File: src/spf_pkg.sv
// Shared types and constants for the scanline polygon span fill block.
// No dependencies.
`default_nettype none
package spf_pkg;
	typedef struct packed {
		logic start_scan;
		logic start_edge;
		logic start_sort;
		logic emit;
	} spf_cmd_t;

	typedef struct packed {
		logic scan_done;
		logic edge_done;
		logic sort_done;
	} spf_sts_t;

	localparam logic CMD_WRITE = 1'b0;
	localparam logic CMD_FILL  = 1'b1;
endpackage
`default_nettype wire

File: src/spf_if.sv
// Valid/ready channel interface with a parameterized payload.
// Depends on nothing.
`default_nettype none
interface spf_if #(parameter int W = 8);
	logic valid;
	logic ready;
	logic [W-1:0] data;
	modport source (output valid, output data, input ready);
	modport sink (input valid, input data, output ready);
endinterface
`default_nettype wire

File: src/spf_ctrl.sv
// Controller state machine for the span fill block.
// Depends on spf_pkg.
`default_nettype none
module spf_ctrl import spf_pkg::*; (
	input  wire logic clk,
	input  wire logic arst_n,
	input  wire logic fill_req,
	input  wire logic need_scan,
	input  wire logic out_free,
	input  wire logic emit_more,
	input  wire spf_sts_t sts,
	output spf_cmd_t cmd,
	output logic busy
);
	localparam logic [2:0] S_IDLE = 3'd0, S_SCAN = 3'd1, S_EDGE = 3'd2,
		S_SORT = 3'd3, S_EMIT = 3'd4;
	logic [2:0] state_q;

	always_comb begin
		cmd = '0;
		cmd.start_scan = (state_q == S_IDLE) && fill_req && need_scan;
		cmd.start_edge = (state_q == S_IDLE) && fill_req && !need_scan
			|| (state_q == S_SCAN) && sts.scan_done;
		cmd.start_sort = (state_q == S_EDGE) && sts.edge_done;
		cmd.emit = (state_q == S_EMIT) && out_free;
		busy = (state_q != S_IDLE);
	end

	always_ff @(posedge clk or negedge arst_n) begin
		if (!arst_n) begin
			state_q <= S_IDLE;
		end else begin
			case (state_q)
				S_IDLE: if (cmd.start_scan) state_q <= S_SCAN;
					else if (cmd.start_edge) state_q <= S_EDGE;
				S_SCAN: if (sts.scan_done) state_q <= S_EDGE;
				S_EDGE: if (sts.edge_done) state_q <= S_SORT;
				S_SORT: if (sts.sort_done) state_q <= S_EMIT;
				S_EMIT: if (cmd.emit && !emit_more) state_q <= S_IDLE;
				default: state_q <= S_IDLE;
			endcase
		end
	end
endmodule
`default_nettype wire

File: src/spf_dp.sv
// Datapath: vertex store, line range scan, edge crossings with a serial
// divider, odd-even sort of the crossings and span emission. Depends on spf_pkg.
`default_nettype none
module spf_dp import spf_pkg::*; #(
	parameter int MAX_VERTICES = 16,
	parameter int COORD_BITS = 10
) (
	input  wire logic clk,
	input  wire logic arst_n,
	input  wire logic wr_en,
	input  wire logic [3:0] wr_idx,
	input  wire logic [COORD_BITS-1:0] wr_x,
	input  wire logic [COORD_BITS-1:0] wr_y,
	input  wire logic [4:0] vcount,
	input  wire spf_cmd_t cmd,
	output spf_sts_t sts,
	output logic need_scan,
	output logic emit_more,
	output logic [COORD_BITS-1:0] o_y,
	output logic [COORD_BITS-1:0] o_xs,
	output logic [COORD_BITS-1:0] o_xe,
	output logic o_sv,
	output logic o_last,
	output logic o_done
);
	localparam int IW = $clog2(MAX_VERTICES);
	localparam int CW = $clog2(MAX_VERTICES + 1);
	localparam int DW = COORD_BITS + 1;
	localparam int NW = 2 * COORD_BITS + 2;
	localparam int QW = $clog2(NW + 1);

	logic [COORD_BITS-1:0] vx_q [MAX_VERTICES];
	logic [COORD_BITS-1:0] vy_q [MAX_VERTICES];
	logic [COORD_BITS-1:0] cb_q [MAX_VERTICES];
	logic [COORD_BITS-1:0] cur_q, fin_q, lo_q, hi_q, ly_q;
	logic filling_q, done_q;
	logic [CW-1:0] n_q, i_q, cnt_q, k_q;
	logic [1:0] ph_q;
	logic [NW-1:0] num_q, quo_q;
	logic [DW-1:0] den_q;
	logic [NW:0] rem_q;
	logic neg_q;
	logic [QW-1:0] bit_q;
	logic sort_par_q;
	logic [CW-1:0] sort_cnt_q;

	wire [CW-1:0] vc_ext = CW'(vcount);
	wire [CW-1:0] nused = (vcount == 5'd0) ? CW'(1)
		: ((32'(vcount) > MAX_VERTICES) ? CW'(MAX_VERTICES) : vc_ext);
	wire [CW-1:0] jn = (i_q + CW'(1) == n_q) ? '0 : i_q + CW'(1);
	wire [COORD_BITS-1:0] xi = vx_q[i_q[IW-1:0]], yi = vy_q[i_q[IW-1:0]];
	wire [COORD_BITS-1:0] xj = vx_q[jn[IW-1:0]], yj = vy_q[jn[IW-1:0]];
	wire hit = (yi <= ly_q && yj > ly_q) || (yj <= ly_q && yi > ly_q);
	wire [DW-1:0] dx = {1'b0, xj} - {1'b0, xi};
	wire [DW-1:0] dy = {1'b0, yj} - {1'b0, yi};
	wire [DW-1:0] ty = {1'b0, ly_q} - {1'b0, yi};
	wire [NW-1:0] prod = NW'($signed(ty) * $signed(dx));
	wire [NW:0] trial = {rem_q[NW-1:0], num_q[NW-1]};
	wire [NW:0] dext = {{(NW-DW+1){1'b0}}, den_q};
	wire [NW-1:0] qneg = ~quo_q + NW'(1);
	wire [NW-1:0] fq = neg_q ? ((rem_q != '0) ? qneg - NW'(1) : qneg) : quo_q;
	wire [COORD_BITS-1:0] xcr = xi + fq[COORD_BITS-1:0];

	assign need_scan = !filling_q;

	always_ff @(posedge clk) begin
		if (wr_en && 32'(wr_idx) < MAX_VERTICES) begin
			vx_q[IW'(wr_idx)] <= wr_x;
			vy_q[IW'(wr_idx)] <= wr_y;
		end
	end

	always_ff @(posedge clk or negedge arst_n) begin
		if (!arst_n) begin
			cur_q <= '0; fin_q <= '0; filling_q <= 1'b0; ph_q <= '0;
			sts <= '0; i_q <= '0; cnt_q <= '0; k_q <= '0; n_q <= '0;
			sort_cnt_q <= '0; sort_par_q <= 1'b0;
		end else begin
			sts <= '0;
			if (cmd.start_scan) begin
				n_q <= nused; i_q <= CW'(1);
				lo_q <= vy_q[0]; hi_q <= vy_q[0];
				ph_q <= 2'd1;
			end else if (ph_q == 2'd1) begin
				if (i_q >= n_q) begin
					cur_q <= lo_q; fin_q <= hi_q; filling_q <= 1'b1;
					ph_q <= 2'd0; sts.scan_done <= 1'b1;
				end else begin
					if (vy_q[i_q[IW-1:0]] < lo_q) lo_q <= vy_q[i_q[IW-1:0]];
					if (vy_q[i_q[IW-1:0]] > hi_q) hi_q <= vy_q[i_q[IW-1:0]];
					i_q <= i_q + CW'(1);
				end
			end
			if (cmd.start_edge) begin
				ly_q <= cur_q; done_q <= (cur_q >= fin_q);
				if (cur_q >= fin_q) filling_q <= 1'b0;
				else cur_q <= cur_q + COORD_BITS'(1);
				n_q <= nused; i_q <= '0; cnt_q <= '0; ph_q <= 2'd2;
			end else if (ph_q == 2'd2) begin
				if (i_q >= n_q) begin
					ph_q <= 2'd0; sts.edge_done <= 1'b1;
				end else if (hit) begin
					neg_q <= prod[NW-1] ^ dy[DW-1];
					num_q <= prod[NW-1] ? ~prod + NW'(1) : prod;
					den_q <= dy[DW-1] ? ~dy + DW'(1) : dy;
					rem_q <= '0; quo_q <= '0; bit_q <= QW'(NW);
					ph_q <= 2'd3;
				end else begin
					i_q <= i_q + CW'(1);
				end
			end else if (ph_q == 2'd3) begin
				if (bit_q == '0) begin
					cb_q[cnt_q[IW-1:0]] <= xcr;
					cnt_q <= cnt_q + CW'(1);
					i_q <= i_q + CW'(1);
					ph_q <= 2'd2;
				end else begin
					num_q <= {num_q[NW-2:0], 1'b0};
					if (trial >= dext) begin
						rem_q <= trial - dext; quo_q <= {quo_q[NW-2:0], 1'b1};
					end else begin
						rem_q <= trial; quo_q <= {quo_q[NW-2:0], 1'b0};
					end
					bit_q <= bit_q - QW'(1);
				end
			end
			if (cmd.start_sort) begin
				sort_cnt_q <= '0; sort_par_q <= 1'b0;
				k_q <= '0;
			end else if (!sts.sort_done && sort_cnt_q <= cnt_q && k_q == '0
				&& !sts.edge_done) begin
				for (int p = 0; p < MAX_VERTICES - 1; p++) begin
					if ((p % 2) == int'(sort_par_q) && CW'(p + 1) < cnt_q
						&& cb_q[p] > cb_q[p+1]) begin
						cb_q[p] <= cb_q[p+1]; cb_q[p+1] <= cb_q[p];
					end
				end
				sort_par_q <= !sort_par_q;
				sort_cnt_q <= sort_cnt_q + CW'(1);
				if (sort_cnt_q == cnt_q) sts.sort_done <= 1'b1;
			end
			if (cmd.emit) begin
				k_q <= emit_more ? k_q + CW'(1) : '0;
				if (!emit_more) sort_cnt_q <= CW'(MAX_VERTICES);
			end
			if (cmd.start_edge) sort_cnt_q <= CW'(MAX_VERTICES);
		end
	end

	wire [CW-1:0] spans = cnt_q >> 1;
	assign emit_more = (k_q + CW'(1) < spans);
	wire [IW-1:0] ia = IW'({k_q, 1'b0});
	wire [IW-1:0] ib = IW'({k_q, 1'b1});
	assign o_y = ly_q;
	assign o_sv = (spans != '0);
	assign o_xs = o_sv ? cb_q[ia] : '0;
	assign o_xe = o_sv ? cb_q[ib] : '0;
	assign o_last = !emit_more;
	assign o_done = done_q;
endmodule
`default_nettype wire

File: src/scanline_polygon_span_fill.sv
// Top level of the scanline polygon span fill block.
// Depends on spf_pkg, spf_if, spf_ctrl and spf_dp.
//
//   channel  dir  payload
//   cfg      in   vertex_count
//   in_ch    in   command, vertex_index, vertex_x, vertex_y
//   out_ch   out  span_y, span_x_start, span_x_end, span_valid, last, fill_done
//
// A fill line finds the crossings (serial divider, 22 steps each), sorts them in
// one more pass than there are crossings and emits one span per cycle while the
// output register is free; the first line of a fill also runs the y scan. Reset sets
// vertex_count to 3 and ends any fill; vertex slots hold no value until written.
// Results wait in an output register; emission stalls while it is full and unread.
`default_nettype none
module scanline_polygon_span_fill import spf_pkg::*; #(
	parameter int MAX_VERTICES = 16,
	parameter int COORD_BITS = 10
) (
	input wire logic clk,
	input wire logic arst_n,
	spf_if.sink cfg,
	spf_if.sink in_ch,
	spf_if.source out_ch
);
	logic [4:0] vcount_q;
	logic busy, need_scan, emit_more;
	spf_cmd_t cmd;
	spf_sts_t sts;
	logic [COORD_BITS-1:0] o_y, o_xs, o_xe;
	logic o_sv, o_last, o_done;
	logic ov_q;

	wire cmd_bit = in_ch.data[2*COORD_BITS+4];
	wire [3:0] idx = in_ch.data[2*COORD_BITS+3 -: 4];
	wire [COORD_BITS-1:0] wx = in_ch.data[2*COORD_BITS-1 -: COORD_BITS];
	wire [COORD_BITS-1:0] wy = in_ch.data[COORD_BITS-1:0];

	assign cfg.ready = 1'b1;
	assign in_ch.ready = !busy;
	wire acc = in_ch.valid && in_ch.ready;
	wire out_free = !ov_q || out_ch.ready;

	always_ff @(posedge clk or negedge arst_n) begin
		if (!arst_n) begin
			vcount_q <= 5'd3;
			ov_q <= 1'b0;
		end else begin
			if (cfg.valid) vcount_q <= cfg.data[4:0];
			if (cmd.emit) ov_q <= 1'b1;
			else if (out_ch.ready) ov_q <= 1'b0;
		end
	end

	always_ff @(posedge clk) begin
		if (cmd.emit)
			out_ch.data <= {o_y, o_xs, o_xe, o_sv, o_last, o_done};
	end
	assign out_ch.valid = ov_q;

	spf_ctrl u_ctrl (
		.clk, .arst_n,
		.fill_req(acc && cmd_bit == CMD_FILL),
		.need_scan, .out_free, .emit_more, .sts, .cmd, .busy
	);

	spf_dp #(.MAX_VERTICES(MAX_VERTICES), .COORD_BITS(COORD_BITS)) u_dp (
		.clk, .arst_n,
		.wr_en(acc && cmd_bit == CMD_WRITE),
		.wr_idx(idx), .wr_x(wx), .wr_y(wy), .vcount(vcount_q),
		.cmd, .sts, .need_scan, .emit_more,
		.o_y, .o_xs, .o_xe, .o_sv, .o_last, .o_done
	);
endmodule
`default_nettype wire

File: src/flat_wrapper.sv
// flat-port wrapper written by rule: the top's interface ports become plain ports
module scanline_polygon_span_fill_flat import spf_pkg::*;
#(
	parameter int MAX_VERTICES = 16,
	parameter int COORD_BITS = 10
)
  (clk, arst_n, cfg_valid, cfg_data, cfg_ready, in_ch_valid, in_ch_data, in_ch_ready, out_ch_valid, out_ch_data, out_ch_ready);
  spf_if #(.W(5)) cfg_i ();
  spf_if #(.W(25)) in_ch_i ();
  spf_if #(.W(33)) out_ch_i ();
  input wire logic clk;
  input wire logic arst_n;
  input wire logic [$bits(cfg_i.valid)-1:0] cfg_valid;
  input wire logic [$bits(cfg_i.data)-1:0] cfg_data;
  output wire logic [$bits(cfg_i.ready)-1:0] cfg_ready;
  input wire logic [$bits(in_ch_i.valid)-1:0] in_ch_valid;
  input wire logic [$bits(in_ch_i.data)-1:0] in_ch_data;
  output wire logic [$bits(in_ch_i.ready)-1:0] in_ch_ready;
  output wire logic [$bits(out_ch_i.valid)-1:0] out_ch_valid;
  output wire logic [$bits(out_ch_i.data)-1:0] out_ch_data;
  input wire logic [$bits(out_ch_i.ready)-1:0] out_ch_ready;
  assign cfg_i.valid = cfg_valid;
  assign cfg_i.data = cfg_data;
  assign cfg_ready = cfg_i.ready;
  assign in_ch_i.valid = in_ch_valid;
  assign in_ch_i.data = in_ch_data;
  assign in_ch_ready = in_ch_i.ready;
  assign out_ch_valid = out_ch_i.valid;
  assign out_ch_data = out_ch_i.data;
  assign out_ch_i.ready = out_ch_ready;
  scanline_polygon_span_fill #(.MAX_VERTICES(MAX_VERTICES), .COORD_BITS(COORD_BITS)) u_core (.clk(clk), .arst_n(arst_n), .cfg(cfg_i), .in_ch(in_ch_i), .out_ch(out_ch_i));
endmodule
File: config.mk
export PLATFORM = sky130hd
export DESIGN_NAME = scanline_polygon_span_fill_flat
export DESIGN_NICKNAME = d
export VERILOG_FILES = /design/src/spf_pkg.sv /design/src/spf_if.sv /design/src/spf_ctrl.sv /design/src/spf_dp.sv /design/src/scanline_polygon_span_fill.sv /design/src/flat_wrapper.sv
export SDC_FILE = /design/constraint.sdc
export NUM_CORES = 2
export LEC_CHECK = 0
export CORE_MARGIN = 2
export CORE_UTILIZATION = 46
export DETAILED_ROUTE_END_ITERATION = 8
export DONT_BUFFER_PORTS = 1
export GPL_TIMING_DRIVEN = 0
export MAX_ROUTING_LAYER = met4
export SYNTH_ARGS = -nofsm -noshare
export SYNTH_HDL_FRONTEND = slang
export SYNTH_SLANG_ARGS = --single-unit
File: constraint.sdc
create_clock -name clk -period 15 [get_ports clk]
set_clock_uncertainty 0.1 [all_clocks]
set_input_delay 1.5 -clock clk [delete_from_list [all_inputs] [get_ports clk]]
set_output_delay 1.5 -clock clk [all_outputs]
set_load 0.1 [all_outputs]
==> results.toml <==
[synth]
synth_seq_cells = 677
synth_seq_area_share = 0.439
synth_most_common_cell = "edfxtp_1"
synth_top_area_frac = 0.405
ys.flop_type = "edfxtp_1"
netlist_area_um2 = 45700
yosysWarnings = 0
synthDistinctLibCells = 91
synthArstFlopShare = 0.0901
avgSynthCellArea_um2 = 11.1
synth_area_leader_cell = "edfxtp_1"
syn_nets = 4578
ys_top_cells_by_count = "edfxtp_1, inv_1, nand2_1"
syn_inst = 4109
synth_area_leaders = "edfxtp_1, ha_1, mux4_2"
synth_edf_count = 616

[hold_path]
min-delay-start = "u_core.u_dp.n_q[0]"
hp-class = "reg2reg"

[placed_design]
gp_congestion = 0.963
hpwlAfterDp_um = 109000
portBuffers = 0

[clock_network]
cts_tree = "built"
htree_levels = 3
ctsRootBufferMaster = "clkbuf_16"
insertion_delay_ns = 0.68
cts_made_buffers = 80
cts_setup_buffers = 0
cts_max_path_buffers = 3
postCtsResizedCells = 0
clk_pin_slew_worst_paths_ns = 0.06
clock-sinks = 677
ctsHoldBuffers = 0

[timing]
slew_viol_final = 0
worst_slew_pin_slew_ns = 1.48
setup_violations = 0
hold_slack_ns = 0.392
finalCritPeriodShare = 0.928
fmax_mhz = 71.8
rsz0062_at_grt = "no"
period_minus_slack_ns = 13.92
finalHoldViolCount = 0
tns_ns = 0
slew_headroom = 0.00292

[critical_path]
cp_max_fo = 10
rr_startpoint = "u_core.u_dp.i_q[0]"
cp-end-kind = "register"
cp-start-kind = "register"
crit_family = "compound AO/OA/AOI/OAI gates"
rr_worst_depth = 42
critPathCapture = "u_core.u_dp.num_q[19]"
cp.depth = 42
slowest_delay_ns = 0.68
cp.required_ns = 15.29
crit_start = "u_core.u_dp.i_q[0]"
path_class = "reg2reg"
worst-path-buf-inv = 11
critPathSlowestCell = "clkbuf_1"
worst-r2r-setup-slack_ns = 1.08
reg2reg_to = "u_core.u_dp.num_q[19]"
cp.arrival_ns = 14.21

[grt]
grt_usage = 0.295
use_met1 = 0.362
busiest_layer = "met2"
grt.overflow.total = 0
grt_start_max_net_pins = 63
antenna_found_initial = 2
grt_pass1_wl_um = 216000
use_met2 = 0.469
first_global_vias = 33405
groute.layer.met3.usage = 0.0512

[floorplan]
num_io_pins = 71
core_um2 = 98400
die_h_um = 319
num_rows = 115
die_w_um = 319
initial_utilization = 0.464
die-area_um2 = 102000

[status]
violations = "capacitance limit"
outcome = "complete, but fails checks"

[route]
drt-initial-drc-count = 3949
ant_nets = 0
route.detailed.wl_per_inst_um = 26.2
vias = 34028
firstDrtPassIters = 6
vias_per_cell = 6.12
drc = 0
routed_wl_um = 146000

[cells_and_area]
nFillCells = 8789
final_net_count = 4678
final_layout_size_suffix_gt1_frac = 0.0938
antennaDiodeCount = 0
area_growth_pct = 10.3

[flow_run]
max-cap-violations = 1
worst min-delay path by stage:
| stage | end | slack (ns) | cells after the start |
|---|---|---|---|
| floorplan | u_core.out_ch.data[0] | 0.30 | 0 |
| global placement | u_core.u_dp.n_q[3] | 0.37 | 2 |
| detailed placement | u_core.u_dp.n_q[0] | 0.39 | 2 |
| CTS | u_core.vcount_q[4] | 0.40 | 0 |
| global route | u_core.vcount_q[4] | 0.40 | 0 |
| finish | u_core.u_dp.n_q[0] | 0.39 | 2 |
through the flow:
step                cell area, um^2  instances  setup slack [ns]   util
floorplan                     45700       4109              4.77      -
global placement              47300       5396              1.40  0.480
detailed placement            47700       5414              1.39  0.484
CTS                           50300       5561              1.31  0.511
global route                  50300       5561             0.419  0.512
finish                        50300       5561              1.08  0.512
final cells by class:
cell class | count | area [um^2] | area share
Multi-Input combinational cell | 2772 | 23300 | 0.462
Tap cell | 1287 | 1610 | 0.0320
Timing Repair Buffer | 18 | 250 | 0.00497
Inverter | 462 | 1730 | 0.0344
Buffer | 198 | 826 | 0.0164
Clock inverter | 37 | 435 | 0.00865
Clock buffer | 110 | 2220 | 0.0440
Sequential cell | 677 | 20000 | 0.398
kinds of logic after synthesis:
| family | Yosys count | share of synthesized area |
|---|---|---|
| AO/OA/AOI/OAI | 783 | 0.111 |
| buffers and inverters | 660 | 0.0561 |
| multiplexers | 366 | 0.119 |
| AND/OR/NAND/NOR | 1049 | 0.108 |
| flip-flops | 677 | 0.439 |
| adder cells (fa/ha/maj) | 434 | 0.139 |
| XOR/XNOR | 139 | 0.0276 |
| other | 1 | 0.0000821 |
cells in the final DEF, fill, tap and decap left out, types with 13 or more instances in the layout:
master / Yosys / layout
nand2_1: 398 / 398
o21ai_0: 229 / 229
xor2_1: 46 / 42
nor2b_1: 52 / 52
o31ai_1: 17 / 17
ha_1: 311 / 311
nand4_1: 42 / 42
nand2b_1: 38 / 38
mux4_2: 140 / 140
and2_1: 23 / 23
a221oi_1: 29 / 29
o21a_1: 34 / 34
a221o_1: 20 / 20
nand3_1: 89 / 89
a21oi_1: 164 / 163
mux2_2: 15 / 15
or3_1: 17 / 17
nor2_1: 243 / 231
nor4_1: 16 / 16
a211oi_1: 30 / 30
and3_1: 19 / 19
buf_2: 24 / 24
clkbuf_16: 0 / 81
a31oi_1: 31 / 31
a21o_1: 54 / 54
clkbuf_1: 140 / 161
inv_1: 461 / 461
a22oi_1: 42 / 42
buf_1: 23 / 23
dfrtp_1: 59 / 59
o22ai_1: 15 / 15
nor3_1: 51 / 47
mux2i_1: 211 / 211
edfxtp_1: 616 / 616
a311oi_1: 13 / 13
fa_1: 123 / 123
xnor2_1: 90 / 87
state kept, by name, summed over array words and instances, names as in the netlist, 10 cells and up:
| register | cells |
|---|---|
| u_core.u_dp.vy_q | 160 |
| u_core.u_dp.o_y | 10 |
| u_core.u_dp.quo_q | 10 |
| u_core.out_ch.data | 33 |
| u_core.u_dp.lo_q | 10 |
| u_core.u_dp.cb_q | 160 |
| u_core.u_dp.vx_q | 160 |
| u_core.u_dp.den_q | 11 |
| u_core.u_dp.rem_q | 23 |
| u_core.u_dp.num_q | 22 |
| u_core.u_dp.fin_q | 10 |
| u_core.u_dp.hi_q | 10 |
| u_core.u_dp.cur_q | 10 |
routing by layer:
| layer | up-vias | share of wire |
|---|---|---|
| li1 | 15184 | - |
| met1 | 16744 | 0.39 |
| met5 | - | 0 |
| met2 | 1689 | 0.47 |
| met3 | 411 | 0.082 |
| met4 | 0 | 0.061 |
tightest hold or removal path, delay by kind of cell (launching register included):
| family | cells | cell delay (ns) |
|---|---|---|
| AND/OR/NAND/NOR | 1 | 0.05 |
| flip-flops | 1 | 0.35 |
| AO/OA/AOI/OAI | 1 | 0.05 |
Power is not shown: default switching activity piles up to over one toggle a cycle in this logic, so the estimate is an artifact.
